<file path="src/rtl/core/msim_pkg.sv">
// msim_pkg: shared types, constants and key-schedule helpers for the
// masked Simon 64/128 encryption unit. No dependencies.
`default_nettype none

package msim_pkg;

    localparam int unsigned WORD_W        = 32;
    localparam int unsigned KEY_WORDS     = 4;
    localparam int unsigned CFG_IDX_W     = 2;
    localparam int unsigned ROUNDS_DEFAULT = 44;

    // z sequence for Simon 64/128, bit j of the schedule sits at Z_TOP - j
    localparam logic [63:0] Z_SEQ    = 64'h36EB19781229CD0F;
    localparam int unsigned Z_TOP    = 61;
    localparam logic [WORD_W-1:0] KEY_CONST = 32'h0000_0003;

    typedef enum logic {
        OP_START = 1'b0,
        OP_ROUND = 1'b1
    } t_op;

    typedef enum logic [CFG_IDX_W-1:0] {
        CFG_KEY_WORD_0 = 2'd0,
        CFG_KEY_WORD_1 = 2'd1,
        CFG_KEY_WORD_2 = 2'd2,
        CFG_KEY_WORD_3 = 2'd3
    } t_cfg_idx;

    typedef logic [WORD_W-1:0] t_word;
    typedef logic [KEY_WORDS-1:0][WORD_W-1:0] t_key_win;

    // value shares and mask shares of both halves
    typedef struct packed {
        t_word left;
        t_word right;
        t_word left_mask;
        t_word right_mask;
    } t_shares;

    // schedule bit for round j, index clamped at the end of the sequence
    function automatic logic z_bit(input logic [5:0] j);
        logic [5:0] jc;
        jc = (j > 6'(Z_TOP)) ? 6'(Z_TOP) : j;
        return Z_SEQ[6'(Z_TOP) - jc];
    endfunction

endpackage

`default_nettype wire

</file>
<file path="src/rtl/core/msim_req_if.sv">
// msim_req_if: request channel of the masked Simon unit (valid/ready + payload).
// Depends on msim_pkg.
`default_nettype none

interface msim_req_if
    import msim_pkg::*;
();
    logic  valid;
    logic  ready;
    logic  operation;
    t_word plaintext_high;
    t_word plaintext_low;
    t_word mask_left;
    t_word mask_right;
    t_word and_mask;

    modport source (
        output valid, operation, plaintext_high, plaintext_low,
               mask_left, mask_right, and_mask,
        input  ready
    );
    modport sink (
        input  valid, operation, plaintext_high, plaintext_low,
               mask_left, mask_right, and_mask,
        output ready
    );
endinterface

`default_nettype wire

</file>
<file path="src/rtl/core/msim_rsp_if.sv">
// msim_rsp_if: ciphertext channel of the masked Simon unit (valid/ready + payload).
// Depends on msim_pkg.
`default_nettype none

interface msim_rsp_if
    import msim_pkg::*;
();
    logic  valid;
    logic  ready;
    t_word ciphertext_high;
    t_word ciphertext_low;

    modport source (
        output valid, ciphertext_high, ciphertext_low,
        input  ready
    );
    modport sink (
        input  valid, ciphertext_high, ciphertext_low,
        output ready
    );
endinterface

`default_nettype wire

</file>
<file path="src/rtl/core/msim_round.sv">
// msim_round: one first-order masked Simon round and one key-schedule step.
// Combinational; depends on msim_pkg.
`default_nettype none

module msim_round
    import msim_pkg::*;
(
    input  t_shares    i_cur,
    input  t_key_win   i_kwin,
    input  logic [5:0] i_round,
    input  t_word      i_and_mask,
    output t_shares    o_nxt,
    output t_word      o_new_key
);

    t_word x, mx, a, ma, b, mb, f, tmp;

    always_comb begin
        x  = i_cur.left;
        mx = i_cur.left_mask;
        a  = {x[30:0], x[31]};
        ma = {mx[30:0], mx[31]};
        b  = {x[23:0], x[31:24]};
        mb = {mx[23:0], mx[31:24]};
        // masked AND: result carries i_and_mask as its mask
        f  = (a & b) ^ i_and_mask ^ (a & mb) ^ (b & ma) ^ (ma & mb);

        o_nxt.left       = i_cur.right ^ f ^ {x[29:0], x[31:30]} ^ i_kwin[0];
        o_nxt.left_mask  = i_cur.right_mask ^ i_and_mask ^ {mx[29:0], mx[31:30]};
        o_nxt.right      = x;
        o_nxt.right_mask = mx;

        tmp = {i_kwin[3][2:0], i_kwin[3][31:3]} ^ i_kwin[1];
        tmp = tmp ^ {tmp[0], tmp[31:1]};
        o_new_key = ~i_kwin[0] ^ tmp ^ {31'd0, z_bit(i_round)} ^ KEY_CONST;
    end

endmodule

`default_nettype wire

</file>
<file path="src/rtl/core/masked_simon64_128_encrypt_unit.sv">
// masked_simon64_128_encrypt_unit: first-order masked Simon 64/128, one round per request.
// Depends on msim_pkg, msim_req_if, msim_rsp_if, msim_round.
// Timing: a start request loads the state registers; the last round request shows
// its ciphertext on o_rsp the cycle after it is accepted. Throughput: one request
// per cycle (one round per clock in msim_round), so a block takes ROUNDS+1 requests;
// requests wait only while a final round is due and the previous ciphertext is unread.
// Reset (i_rst_n low, synchronous): key words cleared, no block active, o_rsp idle.
`default_nettype none

module masked_simon64_128_encrypt_unit
    import msim_pkg::*;
#(
    parameter int unsigned ROUNDS = ROUNDS_DEFAULT
)(
    input  wire logic                 i_clk,
    input  wire logic                 i_rst_n,
    msim_req_if.sink                  i_req,
    msim_rsp_if.source                o_rsp,
    input  wire logic                 i_cfg_we,
    input  wire logic [CFG_IDX_W-1:0] i_cfg_idx,
    input  wire logic [WORD_W-1:0]    i_cfg_data
);

    localparam int unsigned CNT_W = $clog2(ROUNDS + 1);

    // key registers, read only when a start request loads the window
    t_key_win r_key;

    // block state: shares, round-key window, round counter
    t_shares    r_sh, n_sh;
    t_key_win   r_kwin, n_kwin;
    logic [CNT_W-1:0] r_cnt, n_cnt;
    logic       r_active, n_active;

    // output register
    logic  r_out_vld, n_out_vld;
    t_word r_ct_hi, r_ct_lo;

    t_shares rnd_nxt;
    t_word   rnd_key;
    logic    acc, acc_start, acc_round, last_round, out_take;

    msim_round u_round (
        .i_cur      (r_sh),
        .i_kwin     (r_kwin),
        .i_round    (6'(r_cnt)),
        .i_and_mask (i_req.and_mask),
        .o_nxt      (rnd_nxt),
        .o_new_key  (rnd_key)
    );

    assign last_round = r_active && (r_cnt == CNT_W'(ROUNDS - 1));
    assign out_take   = r_out_vld && o_rsp.ready;

    // Hold requests off only when the next round could finish a block while the
    // previous ciphertext is still waiting.
    assign i_req.ready = !(last_round && r_out_vld && !o_rsp.ready);

    assign acc       = i_req.valid && i_req.ready;
    assign acc_start = acc && (t_op'(i_req.operation) == OP_START);
    assign acc_round = acc && (t_op'(i_req.operation) == OP_ROUND) && r_active;

    always_comb begin
        n_sh      = r_sh;
        n_kwin    = r_kwin;
        n_cnt     = r_cnt;
        n_active  = r_active;
        n_out_vld = r_out_vld && !out_take;
        if (acc_start) begin
            n_sh.left       = i_req.plaintext_high ^ i_req.mask_left;
            n_sh.right      = i_req.plaintext_low ^ i_req.mask_right;
            n_sh.left_mask  = i_req.mask_left;
            n_sh.right_mask = i_req.mask_right;
            n_kwin          = r_key;
            n_cnt           = '0;
            n_active        = 1'b1;
        end else if (acc_round) begin
            n_sh   = rnd_nxt;
            n_kwin = {rnd_key, r_kwin[3], r_kwin[2], r_kwin[1]};
            n_cnt  = r_cnt + CNT_W'(1);
            if (last_round) begin
                n_active  = 1'b0;
                n_out_vld = 1'b1;
            end
        end
    end

    always_ff @(posedge i_clk) begin
        if (!i_rst_n) begin
            r_key     <= '0;
            r_cnt     <= '0;
            r_active  <= 1'b0;
            r_out_vld <= 1'b0;
        end else begin
            if (i_cfg_we) begin
                unique case (t_cfg_idx'(i_cfg_idx))
                    CFG_KEY_WORD_0: r_key[0] <= i_cfg_data;
                    CFG_KEY_WORD_1: r_key[1] <= i_cfg_data;
                    CFG_KEY_WORD_2: r_key[2] <= i_cfg_data;
                    CFG_KEY_WORD_3: r_key[3] <= i_cfg_data;
                    default: ;
                endcase
            end
            r_cnt     <= n_cnt;
            r_active  <= n_active;
            r_out_vld <= n_out_vld;
        end
    end

    // payload: shares, window and ciphertext need no reset
    always_ff @(posedge i_clk) begin
        r_sh   <= n_sh;
        r_kwin <= n_kwin;
        if (acc_round && last_round) begin
            r_ct_hi <= rnd_nxt.left ^ rnd_nxt.left_mask;
            r_ct_lo <= rnd_nxt.right ^ rnd_nxt.right_mask;
        end
    end

    assign o_rsp.valid           = r_out_vld;
    assign o_rsp.ciphertext_high = r_ct_hi;
    assign o_rsp.ciphertext_low  = r_ct_lo;

    // a ciphertext appears only right after the final round of a block
    a_out_after_last: assert property (@(posedge i_clk) disable iff (!i_rst_n)
        $rose(r_out_vld) |-> $past(acc_round && last_round))
        else $error("ciphertext without final round");

    // a start always opens a fresh block at round zero
    a_start_loads: assert property (@(posedge i_clk) disable iff (!i_rst_n)
        acc_start |=> (r_active && r_cnt == '0))
        else $error("start did not open a block");

    // counter stays inside the round range while a block runs
    a_cnt_range: assert property (@(posedge i_clk) disable iff (!i_rst_n)
        r_active |-> (r_cnt < CNT_W'(ROUNDS)))
        else $error("round counter out of range");

    // a pending ciphertext is never overwritten
    a_no_overwrite: assert property (@(posedge i_clk) disable iff (!i_rst_n)
        (r_out_vld && !o_rsp.ready) |-> !(acc_round && last_round))
        else $error("ciphertext overwritten");

endmodule

`default_nettype wire

</file>
<file path="src/flat_wrapper.sv">
// flat-port wrapper written by rule: the top's interface ports become plain ports
module masked_simon64_128_encrypt_unit_flat import msim_pkg::*;
#(
    parameter int unsigned ROUNDS = ROUNDS_DEFAULT
)
  (i_clk, i_rst_n, i_cfg_we, i_cfg_idx, i_cfg_data, i_req_valid, i_req_operation, i_req_plaintext_high, i_req_plaintext_low, i_req_mask_left, i_req_mask_right, i_req_and_mask, i_req_ready, o_rsp_valid, o_rsp_ciphertext_high, o_rsp_ciphertext_low, o_rsp_ready);
  msim_req_if i_req_i ();
  msim_rsp_if o_rsp_i ();
  input  wire logic i_clk;
  input  wire logic i_rst_n;
  input  wire logic i_cfg_we;
  input  wire logic [CFG_IDX_W-1:0] i_cfg_idx;
  input  wire logic [WORD_W-1:0] i_cfg_data;
  input wire logic [$bits(i_req_i.valid)-1:0] i_req_valid;
  input wire logic [$bits(i_req_i.operation)-1:0] i_req_operation;
  input wire logic [$bits(i_req_i.plaintext_high)-1:0] i_req_plaintext_high;
  input wire logic [$bits(i_req_i.plaintext_low)-1:0] i_req_plaintext_low;
  input wire logic [$bits(i_req_i.mask_left)-1:0] i_req_mask_left;
  input wire logic [$bits(i_req_i.mask_right)-1:0] i_req_mask_right;
  input wire logic [$bits(i_req_i.and_mask)-1:0] i_req_and_mask;
  output wire logic [$bits(i_req_i.ready)-1:0] i_req_ready;
  output wire logic [$bits(o_rsp_i.valid)-1:0] o_rsp_valid;
  output wire logic [$bits(o_rsp_i.ciphertext_high)-1:0] o_rsp_ciphertext_high;
  output wire logic [$bits(o_rsp_i.ciphertext_low)-1:0] o_rsp_ciphertext_low;
  input wire logic [$bits(o_rsp_i.ready)-1:0] o_rsp_ready;
  assign i_req_i.valid = i_req_valid;
  assign i_req_i.operation = i_req_operation;
  assign i_req_i.plaintext_high = i_req_plaintext_high;
  assign i_req_i.plaintext_low = i_req_plaintext_low;
  assign i_req_i.mask_left = i_req_mask_left;
  assign i_req_i.mask_right = i_req_mask_right;
  assign i_req_i.and_mask = i_req_and_mask;
  assign i_req_ready = i_req_i.ready;
  assign o_rsp_valid = o_rsp_i.valid;
  assign o_rsp_ciphertext_high = o_rsp_i.ciphertext_high;
  assign o_rsp_ciphertext_low = o_rsp_i.ciphertext_low;
  assign o_rsp_i.ready = o_rsp_ready;
  masked_simon64_128_encrypt_unit #(.ROUNDS(ROUNDS)) u_core (.i_clk(i_clk), .i_rst_n(i_rst_n), .i_req(i_req_i), .o_rsp(o_rsp_i), .i_cfg_we(i_cfg_we), .i_cfg_idx(i_cfg_idx), .i_cfg_data(i_cfg_data));
endmodule
</file>
<file path="config.mk">
export PLATFORM = sky130hd
export DESIGN_NAME = masked_simon64_128_encrypt_unit_flat
export DESIGN_NICKNAME = d
export VERILOG_FILES = /design/src/rtl/core/msim_pkg.sv /design/src/rtl/core/msim_req_if.sv /design/src/rtl/core/msim_rsp_if.sv /design/src/rtl/core/msim_round.sv /design/src/rtl/core/masked_simon64_128_encrypt_unit.sv /design/src/flat_wrapper.sv
export SDC_FILE = /design/constraint.sdc
export NUM_CORES = 1
export LEC_CHECK = 0
export BUFFER_PORTS_ARGS = -buffer_cell sky130_fd_sc_hd__clkbuf_2
export CAP_MARGIN = 20
export CELL_PAD_IN_SITES_DETAIL_PLACEMENT = 2
export CELL_PAD_IN_SITES_GLOBAL_PLACEMENT = 2
export CORE_MARGIN = 10
export CORE_UTILIZATION = 34
export DETAILED_ROUTE_END_ITERATION = 10
export PLACE_DENSITY_LB_ADDON = 0.1
export REMOVE_ABC_BUFFERS = 1
export SYNTH_ARGS = -nofsm -noshare
export SYNTH_HDL_FRONTEND = slang
export SYNTH_SLANG_ARGS = --single-unit
</file>
<file path="constraint.sdc">
create_clock -name i_clk -period 15.3 [get_ports i_clk]
set_input_delay 1.53 -clock i_clk [delete_from_list [all_inputs] [get_ports i_clk]]
set_output_delay 1.53 -clock i_clk [all_outputs]
set_load 0.005 [all_outputs]
</file>
==> metrics.md <==
| Metric | Value |
|---|---|
| Status | complete, no violations |
| Avg Vias per Cell | 4.870 |
| Num CTS Buffers | 53 |
| Via count | between 15000 and 20000 |
| Grt total ovfl | 0 |
| Synth Area per Inst | 10.07 um2 |
| Post-synth EDFFs | 320 |
| Slowest cell on the critical path | buf_4 |
| FFs w/ async S/R, synth | 0% |
| Hold Vio Cnt, Final | 0 |
| Setup TNS | 0 ns |
| CP peak stage delay | about 0.87 ns |
| CP Launch Type | input pin |
| Maxcap violations | 0 |
| Initial antenna violation count | 0 |
| P_leak | 0.009536 uW |
| Synth-to-Final Area Change | 17.24% |
| Min Clock Period, post-route | 4.155 ns |
| Post-Synthesis Cell Area | 0.02183 mm2 |
| Hold Crit Class | flop to flop |
| TritonCTS clock tree | built |
| CTS H-tree lvls | 2 |
| Core Box Area | 0.06331 mm2 |
| Site Rows | 92 |
| Final worst slack | 11.14 ns |
| WHS | roughly 0.47 ns |
| Power per cell area | 134.5 mW/mm2 |
| Final period util | 27.16% |
| CTS Root Cell | clkbuf_16 |
| Share of layout cells above drive strength 1 | ~15% |
| Seq cells post-synth | 456 |
| RSZ-0062 raised after global routing | false |
| Chip width | 273.4 um |
| Vias in the first global route | 17650 |
| Crit-path max FO | 177 |
| DRC | 0 |
| Worst Tran Pin Value | 1.238 ns |
| Hold Buf Count CTS | 0 |
| Worst-path clk slew | 0.06 ns |
| Yosys cell types | 48 |
| Overall die area | 0.07475 mm2 |
| Post-CTS sizing | 0 |
| Total track usage | between 10% and 20% |
| Placement Setup Slack | 10.61 ns |
| ANT nets after route | 0 |
| HPWL Detailed | 49.57 mm |
| First-pass GRT wire length | 109.5 mm |
| Critical Path AT | approximately 4.4 ns |
| Worst vdd ir | between 0.08 and 0.09 mV |
| Critical path class | input pin to flop |
| CP endpoint kind | flop |
| Gate Count Post-Synth | 2167 |
| CTS sink count | around 460 |
| Total power | 3444 uW |
| # setup viols final | 0 |
| Setup Fix Bufs, Post-CTS | 0 |
| Post-synthesis sequential area ratio | about 56% |
| IO buf count | 265 |
| Delay-heaviest family, CP | buffers and inverters |
| ANT cells | 0 |
| Max Buffers Root-to-Sink | 3 |
| Predominant post-synthesis flop cell | edfxtp_1 |
| # IOs | between 200 and 300 |
| Worst skew pair latency | 0.61 ns |
| Largest net degree at the start of global routing | 207 |
| CP bufs+invs | 3 |
| Yosys warns | 0 |
| Die H | 273.4 um |
| DR WL/cell | 21.91 um |
| Achievable frequency | 240.7 MHz |
| Required time worst endpoint | 15.52 ns |
| Routability cong. | approximately 0.8 |
| DRT Wirelength | 72.03 mm |
| Slew Viols, Final | 0 |
| Cells along the critical path | clkbuf_2 > nand2b_1 > o41ai_4 > a21oi_4 > buf_12 > buf_4 |
| Starting density of the core | 34.48% |
| Slew HR | 17.47% |
| Drt first pass iters | 5 |
| Nets@finish | 2602 |
| DRT iter0 DRCs | slightly above 1000 |
| Skew final | ~0.023 ns |
==> final timing paths <==
check	cells past startpoint	slack, ns	endpoint	from
hold / removal	2	0.47	u_core.r_key[21]	u_core.r_key[21]
setup / recovery	6	11.14	u_core.r_kwin[95]	o_rsp_ready
hold reg to reg	2	0.47	u_core.r_key[21]	u_core.r_key[21]
setup reg to reg	5	11.24	u_core.r_kwin[95]	u_core.r_cnt[2]
==> flip-flops by register name, summed over array words and instances, names as in the netlist <==
register                      count
u_core.r_key                    128
u_core.r_kwin                   128
u_core.r_sh                     128
u_core.o_rsp.ciphertext_high     32
u_core.o_rsp.ciphertext_low      32
u_core.r_cnt                      6
u_core.o_rsp.valid                1
u_core.r_active                   1
==> cell usage after synthesis, types with 2 or more instances <==
master    number  area, um2
mux2i_1        2      20.02
a21boi_0     128      960.9
o21ai_0       25      125.1
dfxtp_1      136       2723
clkbuf_1      66      247.7
o21ai_1       79      395.4
ha_1           5      62.56
nor2_1        70      262.8
a21oi_1       36      180.2
o211ai_1       4      30.03
nor2b_1        3      18.77
xor2_1        35      306.5
nand2b_1       3      18.77
nor3_1         2      10.01
buf_2         34      170.2
inv_1         37      138.9
a211o_1        2      17.52
o21a_1         2      15.01
xnor2_1      385       3372
a31oi_1        3      18.77
or3_1          2      12.51
nand3_1        5      25.02
and3_1         2      12.51
nand2_1      749       2811
or4_1          2      15.01
o22ai_1        2      12.51
and3b_1        2      17.52
edfxtp_1     320       9609
o31ai_1        3      22.52
or2_2          2      12.51
buf_4          4      30.03
==> routing by layer <==
| metal | up-vias | GRT usage, % | wire length (um) |
|---|---|---|---|
| li1 | 7556 | - | - |
| met1 | 8088 | 24.96 | 32660 |
| met2 | 286 | 32.47 | 35160 |
| met3 | 78 | 2.734 | 2915 |
| met4 | 0 | 4.464 | 1289 |
| met5 | - | 0 | 0 |
==> power breakdown <==
part           switching, uW  internal (uW)  total [uW]
Combinational            377            294         671
Clock                    527            707        1230
Sequential              70.8           1470        1540
Total                    975           2470        3440
==> layout by cell type, fill, tap and decap left out, drive strengths merged, types with 4 or more instances in the layout <==
cell type / netlist / routed
nand2: 749 / 749
xnor2: 385 / 385
clkbuf: 66 / 344
edfxtp: 320 / 320
dfxtp: 136 / 136
a21boi: 129 / 129
o21ai: 104 / 104
nor2: 70 / 70
inv: 38 / 39
a21oi: 36 / 36
xor2: 35 / 35
buf: 39 / 16
clkinv: 0 / 16
ha: 5 / 5
nand3: 5 / 5
o211ai: 4 / 4
nand2b: 4 / 4
==> cell type report <==
cell class	instances	area, um2
clock buffers	80	1540
inverters	38	142.6
multi-input cells	1568	8947
repair buffers	280	1464
fillers	6801	37710
flip-flops and latches	456	12330
well taps	846	1059
clock inverters	19	111.4
==> logic make-up (layout without fill, tap and decap cells) <==
kind of cell,count (synthesis),count (layout),synth area share [%]
mux,2,2,0.09170
compound gates,291,291,8.522
buf+inv,143,417,2.722
flops,456,456,56.48
fa+ha+maj,5,5,0.2865
xor+xnor,420,420,16.85
simple gates,850,850,15.04
==> per-stage QoR <==
| stage | std cells | cell area, um2 | util (%) |
|---|---|---|---|
| after floorplan | 2062 | 21380 | - |
| after global placement | 3188 | 23940 | 37.82 |
| after detailed placement | 3188 | 23940 | 37.82 |
| after CTS | 3287 | 25600 | 40.43 |
| after global routing | 3287 | 25600 | 40.43 |
| final | 3287 | 25600 | 40.43 |
==> tightest hold or removal path, cell delays in order, from the launching register on <==
cell and delay [ns]:
dfxtp_1 0.31, nand2_1 0.05, a21boi_0 0.06
Power figures use the tool's default switching activity.
